$ cat config.mk
export PLATFORM = sky130hd
export DESIGN_NAME = atbt_ctrl
export DESIGN_NICKNAME = d
export VERILOG_FILES = /design/src/rtl/atbt_pkg.sv /design/src/rtl/atbt_ctrl.sv
export SDC_FILE = /design/constraint.sdc
export NUM_CORES = 1
export LEC_CHECK = 0
export BUFFER_PORTS_ARGS = -buffer_cell sky130_fd_sc_hd__buf_4
export CORE_MARGIN = 3
export CORE_UTILIZATION = 45
export CTS_BUF_LIST = sky130_fd_sc_hd__clkbuf_8 sky130_fd_sc_hd__clkbuf_16
export DETAILED_ROUTE_END_ITERATION = 10
export PLACE_DENSITY_LB_ADDON = 0.12
export SETUP_SLACK_MARGIN = 0.2
export SLEW_MARGIN = 10
export SYNTH_ARGS = -nofsm -noshare
export SYNTH_HDL_FRONTEND = slang
export SYNTH_SLANG_ARGS = --single-unit
$ cat constraint.sdc
create_clock -name clk -period 1.7 [get_ports clk]
set_clock_uncertainty 0.2 [all_clocks]
set_input_delay 0 -clock clk [delete_from_list [all_inputs] [get_ports clk]]
set_output_delay 0 -clock clk [all_outputs]
set_load 0.01 [all_outputs]
$ cat src/rtl/atbt_pkg.sv
// ----------------------------------------------------------------------------
// atbt_pkg
// Shared constants, types and arithmetic helpers of the affine transform
// bound tracker.
// ----------------------------------------------------------------------------
package atbt_pkg;

    localparam int FRAC_BITS_DEF    = 16;
    localparam int CORDIC_STEPS_DEF = 18;

    localparam int KIND_W = 3;
    localparam int ANG_W  = 24;
    localparam int VAL_W  = 32;
    localparam int DEV_W  = 24;
    localparam int MAT_W  = 32;
    localparam int ORG_W  = 40;
    localparam int IDX_W  = 5;

    localparam logic [KIND_W-1:0] K_ROTATE    = 3'd0;
    localparam logic [KIND_W-1:0] K_TRANSLATE = 3'd1;
    localparam logic [KIND_W-1:0] K_SCALE     = 3'd2;
    localparam logic [KIND_W-1:0] K_POINT     = 3'd3;
    localparam logic [KIND_W-1:0] K_CLEAR     = 3'd4;

    localparam int FULL_TURN    = 92160;
    localparam int HALF_TURN    = 46080;
    localparam int QUARTER_TURN = 23040;
    localparam int ANG_BIAS     = 92 * FULL_TURN;
    localparam int RED_W        = 25;
    localparam int RED_STEPS    = 8;
    localparam int FOLD_W       = 18;
    localparam int RAD_W        = 35;
    localparam logic signed [RAD_W-1:0] RAD_SCALE = 35'sd4797524518;

    localparam int CW = 34;
    localparam logic signed [CW-1:0] CORDIC_GAIN = 34'sd652032874;
    localparam int ROT_SHIFT = 30;

    localparam int PROD_W = CW + MAT_W;
    localparam int SUM_W  = PROD_W + 1;
    localparam int WIDE_W = SUM_W + 1;

    typedef logic signed [WIDE_W-1:0] wide_t;

    typedef struct packed {
        logic             load;
        logic             red_step;
        logic             ang_load;
        logic             cor_step;
        logic             mul_issue;
        logic             commit;
        logic [IDX_W-1:0] idx;
    } atbt_cmd_t;

    function automatic wide_t sat_w(input wide_t v, input int w);
        wide_t lim;
        lim = wide_t'(1) <<< (w - 1);
        if (v > lim - wide_t'(1)) begin
            return lim - wide_t'(1);
        end
        if (v < -lim) begin
            return -lim;
        end
        return v;
    endfunction

    function automatic logic signed [CW-1:0] atan_val(input logic [IDX_W-1:0] i);
        logic [31:0] t;
        case (i)
            5'd0:    t = 32'h3243F6A8;
            5'd1:    t = 32'h1DAC6705;
            5'd2:    t = 32'h0FADBAFC;
            5'd3:    t = 32'h07F56EA6;
            5'd4:    t = 32'h03FEAB76;
            5'd5:    t = 32'h01FFD55B;
            5'd6:    t = 32'h00FFFAAA;
            5'd7:    t = 32'h007FFF55;
            5'd8:    t = 32'h003FFFEA;
            5'd9:    t = 32'h001FFFFD;
            5'd10:   t = 32'h000FFFFF;
            5'd11:   t = 32'h0007FFFF;
            5'd12:   t = 32'h0003FFFF;
            5'd13:   t = 32'h0001FFFF;
            5'd14:   t = 32'h0000FFFF;
            5'd15:   t = 32'h00007FFF;
            5'd16:   t = 32'h00003FFF;
            5'd17:   t = 32'h00001FFF;
            5'd18:   t = 32'h00000FFF;
            5'd19:   t = 32'h000007FF;
            5'd20:   t = 32'h000003FF;
            5'd21:   t = 32'h000001FF;
            5'd22:   t = 32'h000000FF;
            5'd23:   t = 32'h0000007F;
            5'd24:   t = 32'h0000003F;
            5'd25:   t = 32'h0000001F;
            5'd26:   t = 32'h0000000F;
            5'd27:   t = 32'h00000008;
            5'd28:   t = 32'h00000004;
            5'd29:   t = 32'h00000002;
            5'd30:   t = 32'h00000001;
            default: t = 32'h00000000;
        endcase
        return signed'({2'b00, t});
    endfunction

endpackage

$ cat src/rtl/atbt_ctrl.sv
// ----------------------------------------------------------------------------
// atbt_ctrl
// Command sequencer: angle reduction, CORDIC steps, product issue and commit.
// ----------------------------------------------------------------------------
module atbt_ctrl import atbt_pkg::*; #(
    parameter int CORDIC_STEPS = CORDIC_STEPS_DEF
) (
    input  logic              clk,
    input  logic              rst_n,
    input  logic              in_valid,
    output logic              in_ready,
    input  logic [KIND_W-1:0] kind,
    input  logic              out_busy,
    output atbt_cmd_t         cmd
);

    typedef enum logic [2:0] {
        S_IDLE,
        S_REDUCE,
        S_ANGLE,
        S_CORDIC,
        S_MUL,
        S_DRAIN,
        S_COMMIT
    } state_t;

    localparam logic [IDX_W-1:0] COR_LAST = IDX_W'(CORDIC_STEPS - 1);
    localparam logic [IDX_W-1:0] RED_LAST = IDX_W'(RED_STEPS - 1);

    state_t           state_reg;
    logic [IDX_W-1:0] cnt_reg;
    logic [IDX_W-1:0] last_reg;

    assign in_ready = (state_reg == S_IDLE);

    always_comb
    begin
        cmd           = '0;
        cmd.idx       = cnt_reg;
        cmd.load      = (state_reg == S_IDLE) && in_valid;
        cmd.red_step  = (state_reg == S_REDUCE);
        cmd.ang_load  = (state_reg == S_ANGLE);
        cmd.cor_step  = (state_reg == S_CORDIC);
        cmd.mul_issue = (state_reg == S_MUL);
        cmd.commit    = (state_reg == S_COMMIT) && !out_busy;
    end

    always_ff @(posedge clk or negedge rst_n)
    begin
        if (!rst_n)
        begin
            state_reg <= S_IDLE;
            cnt_reg   <= '0;
            last_reg  <= '0;
        end
        else
        begin
            case (state_reg)
                S_IDLE:
                begin
                    cnt_reg <= '0;
                    if (in_valid)
                    begin
                        case (kind)
                            K_ROTATE:
                            begin
                                state_reg <= S_REDUCE;
                            end
                            K_TRANSLATE, K_POINT:
                            begin
                                state_reg <= S_MUL;
                                last_reg  <= IDX_W'(3);
                            end
                            K_SCALE:
                            begin
                                state_reg <= S_MUL;
                                last_reg  <= IDX_W'(7);
                            end
                            default:
                            begin
                                state_reg <= S_COMMIT;
                            end
                        endcase
                    end
                end
                S_REDUCE:
                begin
                    cnt_reg <= cnt_reg + IDX_W'(1);
                    if (cnt_reg == RED_LAST)
                    begin
                        state_reg <= S_ANGLE;
                    end
                end
                S_ANGLE:
                begin
                    cnt_reg   <= '0;
                    state_reg <= S_CORDIC;
                end
                S_CORDIC:
                begin
                    if (cnt_reg == COR_LAST)
                    begin
                        cnt_reg   <= '0;
                        last_reg  <= IDX_W'(7);
                        state_reg <= S_MUL;
                    end
                    else
                    begin
                        cnt_reg <= cnt_reg + IDX_W'(1);
                    end
                end
                S_MUL:
                begin
                    cnt_reg <= cnt_reg + IDX_W'(1);
                    if (cnt_reg == last_reg)
                    begin
                        state_reg <= S_DRAIN;
                    end
                end
                S_DRAIN:
                begin
                    state_reg <= S_COMMIT;
                end
                S_COMMIT:
                begin
                    if (!out_busy)
                    begin
                        state_reg <= S_IDLE;
                    end
                end
                default:
                begin
                    state_reg <= S_IDLE;
                end
            endcase
        end
    end

`ifndef SYNTHESIS
    a_one_cmd: assert property (@(posedge clk) disable iff (!rst_n)
        $onehot0({cmd.red_step, cmd.ang_load, cmd.cor_step, cmd.mul_issue, cmd.commit}))
        else $error("more than one datapath command");
    a_leave_idle: assert property (@(posedge clk) disable iff (!rst_n)
        (in_valid && in_ready) |=> (state_reg != S_IDLE))
        else $error("accepted item did not start");
    a_commit_free: assert property (@(posedge clk) disable iff (!rst_n)
        cmd.commit |-> !out_busy)
        else $error("commit while result still pending");
    a_mul_bound: assert property (@(posedge clk) disable iff (!rst_n)
        cmd.mul_issue |-> (cnt_reg <= IDX_W'(7)))
        else $error("product index out of range");
`endif

endmodule

==> results of run 1 <==
==> synthesized netlist by cell type, types with 2 or more instances <==
| cell | number | area (sq um) |
|---|---|---|
| a21oi_1 | 5 | 25.0 |
| xor2_1 | 3 | 26.3 |
| a211oi_1 | 3 | 22.5 |
| ha_1 | 2 | 25.0 |
| o21ai_0 | 2 | 10.0 |
| inv_1 | 4 | 15.0 |
| nand4_1 | 2 | 12.5 |
| nand2_1 | 8 | 30.0 |
| buf_2 | 2 | 10.0 |
| and3_1 | 2 | 12.5 |
| nor2_1 | 9 | 33.8 |
| dfrtp_1 | 10 | 250 |
| nor3_1 | 6 | 30.0 |
==> per-stage QoR <==
step	area (sq um)	setup slack, ns
after floorplan	733	-0.129
after global placement	1020	-0.125
after detailed placement	1020	-0.161
after CTS	1250	-0.159
==> timing repair <==
item                                   4_1_cts
setup endpoints to repair                   14
cloned                                       0
gates resized for setup                     26
hold buffers                                 3
buffers inserted                             6
pin swaps                                    4
endpoints found under the hold margin       11
==> cell families after synthesis <==
| kind of cell | synth area share |
|---|---|
| xor gates and xnor gates | 0.0490 |
| and+or+nand+nor | 0.283 |
| muxes | 0.0297 |
| DFF | 0.350 |
| AOI/OAI and AO/OA | 0.192 |
| buffers and inverters | 0.0612 |
| adders and majority gates | 0.0350 |
==> reports/metrics.cfg, run 1 <==
[synthesis]
synth_edf_count = 0
synth_flop_cell = dfrtp_1
syn-num-nets = 90
synth-seq-area-share = 0.350
ys_warn_count = 0
syn_inst = 81
ys_types = 36
netlist_area_sq_um = 716
ys_ff_latch = 10
async_flop_share = 1.00
syn_avg_cell_area_sq_um = 8.84

[clocking]
clock-sinks = 10
clockBufferDepth = 2
cts-root-buf = clkbuf_8
cts_htree_levels = 1
cts_buffers = 3

[outcome]
error = [ERROR DPL-0033] detailed placement checks failed during check placement.
run_status = aborted with a tool error
haltStage = global routing (5_1_grt)

[placed_design]
place_congestion = 0.886
port_buffers = 18
place_inst = 132
dp_hpwl_mm = 1.45

[floorplan]
start_util = 0.512
die_h_um = 45.9
io_pins = 19
die_w_um = 45.9
placementRows = 13

[sta]
worstEpCategory = sequential cell input
grt-worst-endpoint = last_reg[2]$_DFFE_PN0P_/D

[global_route]
antenna_found_initial = 0
grt_max_degree = 14

==> run 2: changes to the inputs <==
Settings changed: CORE_AREA set to 3 3 64 66, CORE_MARGIN 3 to not set, CORE_UTILIZATION 45 to not set, CTS_BUF_LIST sky130_fd_sc_hd__clkbuf_8 sky130_fd_sc_hd__clkbuf_16 to not set, DIE_AREA set to 0 0 67 69, PLACE_DENSITY_LB_ADDON 0.12 to 0.15, SETUP_SLACK_MARGIN 0.2 to not set.
Clock period 1.7 ns to 2.2 ns, I/O delays scaled along.
==> run 2 against run 1 <==
  * The flow now finishes without violations
  * Synthesized area did not move
  * Synthesized cell count is the same
==> reports/metrics.cfg, run 2 <==
[outcome]
run_status = finished, final reports clean

[setup_path]
r2r_slack_ns = 0.17
rr_startpoint = state_reg[2]
cpMaxStageDelayCell = or4_1
path_class = reg2reg
worst_ep_arrival_time_ns = 1.94
cp-startpoint = state_reg[2]
rr_worst_depth = 5
cp_max_fo = 13
critical_path.cell_chain = or4_1 > o21ai_2 > a21oi_1 > nand2_1 > mux2_1
max_stage_delay_ns = 0.59
end_kind = register
r2r_end = last_reg[2]
cp-start-kind = register
path_buf_inv = 0
path_depth = 5
crit_path_end = last_reg[2]
crit_family = simple AND/OR/NAND/NOR gates
cp.required_ns = 2.11

[sta]
worstMarginPinSlew_ns = 0.508
max_freq_mhz = 493
drv_slew = 0
finalCritPeriodShare = 0.922
hold_violations = 0
finalWorstSetupSlack_ns = 0.172
period_minus_slack_ns = 2.03
rsz0062_at_grt = false
setup_violations = 0
slew_headroom = 0.660
tns_ns = 0

[placed_design]
port_buffers = 18
place_ws_ns = 0.196
dp_hpwl_mm = 1.45
place_congestion = 0.732

[floorplan]
placementRows = 22
dieArea_sq_mm = 0.00462
start_util = 0.197
io_pins = 19
die_w_um = 67
die_h_um = 69
core_sq_mm = 0.00363

[global_route]
met1_usage = 0.123
top_usage_layer = met2
grt_pass1_wl_mm = 3.31
grt_max_degree = 14
grt_usage = 0.0907
grt_overflow = 0
gr-usage-met2 = 0.142
grt_use_met3 = 0.00489
grt_pass1_vias = 696
antenna_found_initial = 0

[clocking]
clock-sinks = 10
clkLatencyLatePin_ns = 0.23
cts_htree_levels = 1
cts-root-buf = clkbuf_8
cts_buffers = 3
cts_tree = done
clk_pin_slew_worst_paths_ns = 0.05
post_cts_resized = 0
clockBufferDepth = 2

[synthesis]
synth.largest_area_cell = dfrtp_1
synth.most_common_cell = dfrtp_1
netlist_area_sq_um = 716
ys_top_cells_by_count = dfrtp_1, nor2_1, nand2_1, nor3_1, a21oi_1
syn-num-nets = 90
synth.area.top_cells = dfrtp_1, nor2_1, nor3_1
ys_warn_count = 0
async_flop_share = 1.00
syn_avg_cell_area_sq_um = 8.84
ys_ff_latch = 10
synth-seq-area-share = 0.350
synth_flop_cell = dfrtp_1
ys_types = 36
synth_edf_count = 0
syn_inst = 81
yosysTopAreaCellShare = 0.350

[route]
ant_nets = 0
drtIter0Drc = 69
first_pass_iters = 3
post_drt_wl_per_cell_um = 12.1
drcViolationCount = 0
routed_wl_mm = 1.88
via_count = 673
viasPerCell = 4.34

[cells_and_area]
antenna_cells = 0
fillCellCount = 417
final_cell_mix = buf_4, dfrtp_1, nor2_1, nand2_1, nor3_1
nets = 118
final_common_cell = buf_4
largest_reg_flops = 5
drive_gt1_frac = 0.299
area_growth_pct = 39.9

[pwr]
peakVddDrop_mv = 0.217
leakagePower_nw = 0.451
power_density_mw_per_mm2 = 1380

[job]
cap_viol_max_count = 0

[min_path]
hp-class = in2reg
worstHoldStart = kind[0]

==> run 2: cell counts after synthesis <==
No cell type changed its count.
==> run 2: cell families (layout without fill, tap and decap cells) <==
group / Yosys count / in the layout / share of synthesized area
simple gates: 37 / 37 / 0.283
compound gates: 18 / 18 / 0.192
flops: 10 / 10 / 0.350
buf+inv: 8 / 34 / 0.0612
xor+xnor: 4 / 4 / 0.0490
fa+ha+maj: 2 / 2 / 0.0350
mux: 2 / 2 / 0.0297
==> run 2: cell type report <==
type,count,area [sq um],share of cell area
clock buffers,3,41.3,0.0413
well taps,48,60.1,0.0600
multi-input cells,63,422,0.421
repair buffers,27,213,0.213
inverters,4,15.0,0.0150
flip-flops and latches,10,250,0.250
==> run 2: metal layers <==
| metal | vias to the layer above | routed length (um) |
|---|---|---|
| met4 | 0 | 21 |
| met1 | 312 | 847 |
| met3 | 2 | 60 |
| met2 | 9 | 947 |
| met5 | - | 0 |
| li1 | 350 | - |
==> run 2: timing repair <==
item / 4_1_cts / 5_1_grt
endpoints found under the hold margin: 12 / 0
hold buffers: 4 / 0
setup buffers: 0 / 0
==> run 2: where the power goes <==
part,leakage (nW),internal (W),switching (W),total [W]
Sequential,0.121,0.000260,0.000138,0.000397
Clock,0.0216,0.000120,0.0000688,0.000188
Combinational,0.309,0.000405,0.000394,0.000799
==> run 2: worst min-delay path, stage by stage <==
cell and delay (ns):
buf_4 0.11, nor2_1 0.08, nand2_1 0.06, nand2_1 0.05, mux2_1 0.12
==> run 2: worst min path at each step <==
stage,endpoint,cells after the start
CTS,last_reg[2],5
global route,cmd[5],3
detailed placement,cnt_reg[4],1
finish,last_reg[2],5
floorplan,cnt_reg[0],0
global placement,cnt_reg[4],1
==> run 2: through the flow <==
step                      hold WS, ns  cell area [sq um]  power [W]  instances   util
final                          0.0200               1000    0.00139        155  0.275
after global routing           0.0689               1000    0.00152        155  0.275
after CTS                      0.0268               1000    0.00141        155  0.275
after detailed placement       -0.354                920    0.00120        148  0.253
after global placement         -0.356                920    0.00120        148  0.253
after floorplan                -0.496                716   0.000923         81      -
Note: power is estimated with default switching activity, not from simulation.
==> run 3: changes to the inputs <==
Settings changed: ABC_AREA set to 1.
==> run 3 against run 2 <==
  * Total power down 5.2%
  * Combinational power down 2.5%
  * Synthesized cell count up 37%
  * Worst hold slack better by 0.0090 ns
  * Final cell count up 19%
  * Synthesized area up 11%
  * Sequential share of layout area down 1.7 points
  * Sequential power down 12%
  * Maximum frequency up 7.9%
  * Count of clock-buffer cells in the layout unchanged
  * Largest cell class unchanged
  * Highest routed layer unchanged
==> reports/metrics.cfg, run 3 <==
[outcome]
run_status = finished, final reports clean

[synthesis]
syn_inst = 111
async_flop_share = 1.00
synth.area.mux_share = 0
synth_flop_cell = dfrtp_1
ys_types = 24
yosys.area_share.simple = 0.476
ys_warn_count = 0
yosysTopAreaCellShare = 0.315
synth-compound-area-share = 0.0614
syn_avg_cell_area_sq_um = 7.16
synth-seq-area-share = 0.315
ys_top_cells_by_count = nand2_1, inv_1, nand3_1, dfrtp_1, nor2_1
ys_ff_latch = 10
netlist_area_sq_um = 795
synth.area.top_cells = dfrtp_1, nand2_1, inv_1
synth_edf_count = 0
synth-xor-area-share = 0.0220
synth.most_common_cell = nand2_1
syn-num-nets = 120
synth.largest_area_cell = dfrtp_1
synth_top_family_by_area = simple AND/OR/NAND/NOR gates
synthAdderAreaFrac = 0.0315

[clocking]
clock-sinks = 10
clockBufferDepth = 2
cts_setup_buffers = 0
clkLatencyLatePin_ns = 0.23
clk_pin_slew_worst_paths_ns = 0.05
cts-root-buf = clkbuf_8
cts_htree_levels = 1
cts_tree = done
cts_buffers = 3

[sta]
tns_ns = 0
finalCritPeriodShare = 0.854
hold_violations = 0
slew_headroom = 0.655
max_freq_mhz = 532
rsz0062_at_grt = false
period_minus_slack_ns = 1.88
finalWorstSetupSlack_ns = 0.321
setup_violations = 0
drv_slew = 0
worstMarginPinSlew_ns = 0.516

[pwr]
power_density_mw_per_mm2 = 1220
peakVddDrop_mv = 0.410
leakagePower_nw = 0.564

[global_route]
antenna_found_initial = 0
grt_overflow = 0
grt_pass1_vias = 812
grt_usage = 0.0996
grt_pass1_wl_mm = 3.61
grt_max_degree = 11

[placed_design]
dp_hpwl_mm = 1.57
port_buffers = 18
place_area_sq_um = 982
place_ws_ns = 0.558
place_congestion = 0.721
place_inst = 176

[floorplan]
start_util = 0.219
io_pins = 19
die_h_um = 69
dieArea_sq_mm = 0.00462
die_w_um = 67
placementRows = 22
core_sq_mm = 0.00363

[cells_and_area]
final_area_sq_mm = 0.00107
antenna_cells = 0
postLayoutCoreUtil = 0.295
final_common_cell = nand2_1
ff_latch_area_sq_um = 250
area_growth_pct = 35.1
final_cells = 184
largest_reg_flops = 5
drive_gt1_frac = 0.309
fillCellCount = 427
multi_input_area_sq_um = 469
nets = 147
final_cell_mix = nand2_1, buf_4, inv_1, nand3_1

[setup_path]
critical_path.cell_chain = nor2_4 > inv_1 > o31ai_1 > dlygate4sd3_1 > nand3_1 > nand2_1
end_kind = register
max_stage_delay_ns = 0.58
cp.required_ns = 2.17
path_class = reg2reg
worst_ep_arrival_time_ns = 1.85
cp-start-kind = register
cp_max_fo = 7
cpMaxStageDelayCell = dlygate4sd3_1

[route]
routed_wl_mm = 1.94
drcViolationCount = 0
viasPerCell = 4.21
ant_nets = 0
via_count = 774
post_drt_wl_per_cell_um = 10.5
drtIter0Drc = 36
first_pass_iters = 4

[job]
cap_viol_max_count = 0

[min_path]
hp-class = in2reg

-- run 3: cell types whose count changed after synthesis, sizes merged, moves of 4 or more --
cell / delta
inv: +14
a211oi: -4
nand3: +11
nor2: +7
nand2: +30
nor3: -6
-- run 3: worst paths after layout --
path	start	to	slack, ns	cells after the start
worst max-delay path	state_reg[2]	last_reg[2]	0.32	6
worst min-delay path	out_busy	state_reg[2]	0.03	4
worst max register to register	state_reg[2]	last_reg[2]	0.32	6
worst min register to register	last_reg[1]	last_reg[1]	0.28	2
max in group asynchronous	rst_n	last_reg[1]	0.84	3
min in group asynchronous	rst_n	cnt_reg[3]	0.61	3
-- run 3: worst max-delay path, delay by kind of cell (launching register included) --
family | cells | cell delay [ns]
DFF | 1 | 0.52
and+or+nand+nor | 3 | 0.37
buffers and inverters | 2 | 0.66
AOI/OAI and AO/OA | 1 | 0.07
-- run 3: repair_timing --
action / 4_1_cts / 5_1_grt
hold buffers: 5 / 0
hold endpoints to repair: 13 / 0
gates resized for setup: 0 / 0
-- run 3: final cells by class --
| type | instances | area share |
|---|---|---|
| Inverter | 18 | 0.0629 |
| Clock buffer | 3 | 0.0385 |
| Sequential cell | 10 | 0.233 |
| Multi-Input combinational cell | 82 | 0.437 |
| Timing Repair Buffer | 23 | 0.172 |
| Tap cell | 48 | 0.0559 |
-- run 3: cell families after synthesis --
family,count (synthesis)
and+or+nand+nor,70
buffers and inverters,19
DFF,10
AOI/OAI and AO/OA,8
xor gates and xnor gates,2
adders and majority gates,2
-- run 3: per-stage QoR --
| stage | hold WS (ns) | power [W] |
|---|---|---|
| finish | 0.0290 | 0.00131 |
| global route | 0.0828 | 0.00147 |
| CTS | 0.0354 | 0.00135 |
| detailed placement | -0.352 | 0.00114 |
| global placement | -0.358 | 0.00114 |
| floorplan | -0.496 | 0.000914 |
-- run 3: per-layer routing --
layer	share of wire	routed length, um	GRT usage	up-vias
li1	-	-	-	399
met1	0.46	901	0.124	354
met2	0.48	935	0.157	19
met3	0.046	89	0.0244	2
met4	0.0072	14	0.0473	0
met5	0	0	0	-
-- run 3: where the power goes --
| group | internal (W) | total [W] | switching (W) |
|---|---|---|---|
| Combinational | 0.000314 | 0.000779 | 0.000464 |
| Clock | 0.000119 | 0.000186 | 0.0000663 |
| Sequential | 0.000243 | 0.000349 | 0.000106 |
==> run 4: changes to the inputs <==
Settings changed: ABC_CLOCK_PERIOD_IN_PS set to 2200, RECOVER_POWER set to 50.
==> run 4 against run 3 <==
  * Worst hold slack about the same
  * Core utilization fell by 0.52 points
  * Sequential power about the same
  * Cell area shrank 1.7%
  * Sequential cell count is the same
  * Maximum frequency barely moved
  * Combinational power shrank 2%
==> reports/metrics.cfg, run 4 (synthesized netlist as in run 3, its figures left out) <==
[cells_and_area]
antenna_cells = 0
drive_gt1_frac = 0.272
fillCellCount = 431
nets = 147
ff_latch_area_sq_um = 250
final_cell_mix = nand2_1, inv_1, buf_4, nand3_1
largest_reg_flops = 5
area_growth_pct = 32.8
final_common_cell = nand2_1
multi_input_area_sq_um = 469

[min_path]
hp-class = in2reg
worstHoldStart = out_busy

[global_route]
antenna_found_initial = 0
met1_usage = 0.124
grt_max_degree = 11
grt_usage = 0.0996
grt_overflow = 0
gr-usage-met2 = 0.157
grt_use_met3 = 0.0244
top_usage_layer = met2
grt_pass1_wl_mm = 3.61
grt_pass1_vias = 812

[floorplan]
die_h_um = 69
core_sq_mm = 0.00363
start_util = 0.219
dieArea_sq_mm = 0.00462
die_w_um = 67
io_pins = 19
placementRows = 22

[outcome]
run_status = finished, final reports clean

[route]
via_count = 775
routed_wl_mm = 1.95
drtIter0Drc = 36
first_pass_iters = 4
post_drt_wl_per_cell_um = 10.6
viasPerCell = 4.21
drcViolationCount = 0
ant_nets = 0

[setup_path]
worst_ep_arrival_time_ns = 1.85
end_kind = register
cp-startpoint = state_reg[2]
cp-start-kind = register
cp.required_ns = 2.17
rr_startpoint = state_reg[2]
path_class = reg2reg
cp_max_fo = 7

[clocking]
cts_htree_levels = 1
cts-root-buf = clkbuf_8
clockBufferDepth = 2
cts_tree = done
cts_buffers = 3
cts_setup_buffers = 0
clock-sinks = 10
clkLatencyLatePin_ns = 0.23
clk_pin_slew_worst_paths_ns = 0.05
post_cts_resized = 0

[sta]
tns_ns = 0
worstMarginPinSlew_ns = 0.518
drv_slew = 0
slew_headroom = 0.654
hold_slack_ns = 0.0289
finalWorstSetupSlack_ns = 0.321
hold_violations = 0
setup_violations = 0
max_freq_mhz = 532
finalCritPeriodShare = 0.854
period_minus_slack_ns = 1.88
rsz0062_at_grt = false

[job]
cap_viol_max_count = 0

[placed_design]
place_ws_ns = 0.558
port_buffers = 18
dp_hpwl_mm = 1.57
place_congestion = 0.721

[pwr]
power_density_mw_per_mm2 = 1230
peakVddDrop_mv = 0.410
leakagePower_nw = 0.543

-- run 4: cell types whose count changed in the layout (fill, tap and decap cells not counted), sizes merged --
cell    previous run  this run
buf               18        12
clkbuf             3         9
-- run 4: path summary, 6_finish.rpt --
kind	endpoint	slack, ns	cells after the start
max reg2reg	last_reg[2]	0.32	6
max in group asynchronous	last_reg[1]	0.82	3
min	state_reg[2]	0.03	4
min in group asynchronous	cnt_reg[3]	0.64	3
min reg2reg	last_reg[1]	0.28	2
max	last_reg[2]	0.32	6
-- run 4: report_power, final --
group	leakage (nW)	internal [W]	switching (W)
registers	0.126	0.000243	0.000106
clock network	0.0216	0.000119	0.0000663
logic	0.395	0.000300	0.000464
-- run 4: per-stage QoR --
stage / std cells / instance area [sq um] / power [W] / util
5_1_grt: 184 / 1050 / 0.00145 / 0.290
3_5_place_dp: 176 / 982 / 0.00114 / 0.270
6_report: 184 / 1050 / 0.00130 / 0.290
3_3_place_gp: 176 / 982 / 0.00114 / 0.270
4_1_cts: 184 / 1070 / 0.00135 / 0.295
2_1_floorplan: 111 / 795 / 0.000914 / -
-- run 4: area by class of cell --
cell class / instances / area share
Clock buffer: 3 / 0.0391
Tap cell: 48 / 0.0569
Multi-Input combinational cell: 82 / 0.445
Inverter: 18 / 0.0641
Timing Repair Buffer: 23 / 0.158
Sequential cell: 10 / 0.237
-- run 4: metal layers --
metal	vias to the layer above	wire length [um]
li1	399	-
met1	355	904
met2	19	936
met3	2	95
met4	0	14
met5	-	0
-- run 4: critical path, stage by stage, from the launching register on --
cell,delay [ns]
dfrtp_1,0.52
nor2_4,0.25
inv_1,0.08
o31ai_1,0.07
dlygate4sd3_1,0.58
nand3_1,0.06
nand2_1,0.06
-- run 4: timing repair --
action | in CTS | in global routing
hold buffers | 5 | 0
setup endpoints to repair | 0 | 0
endpoints found under the hold margin | 13 | 0
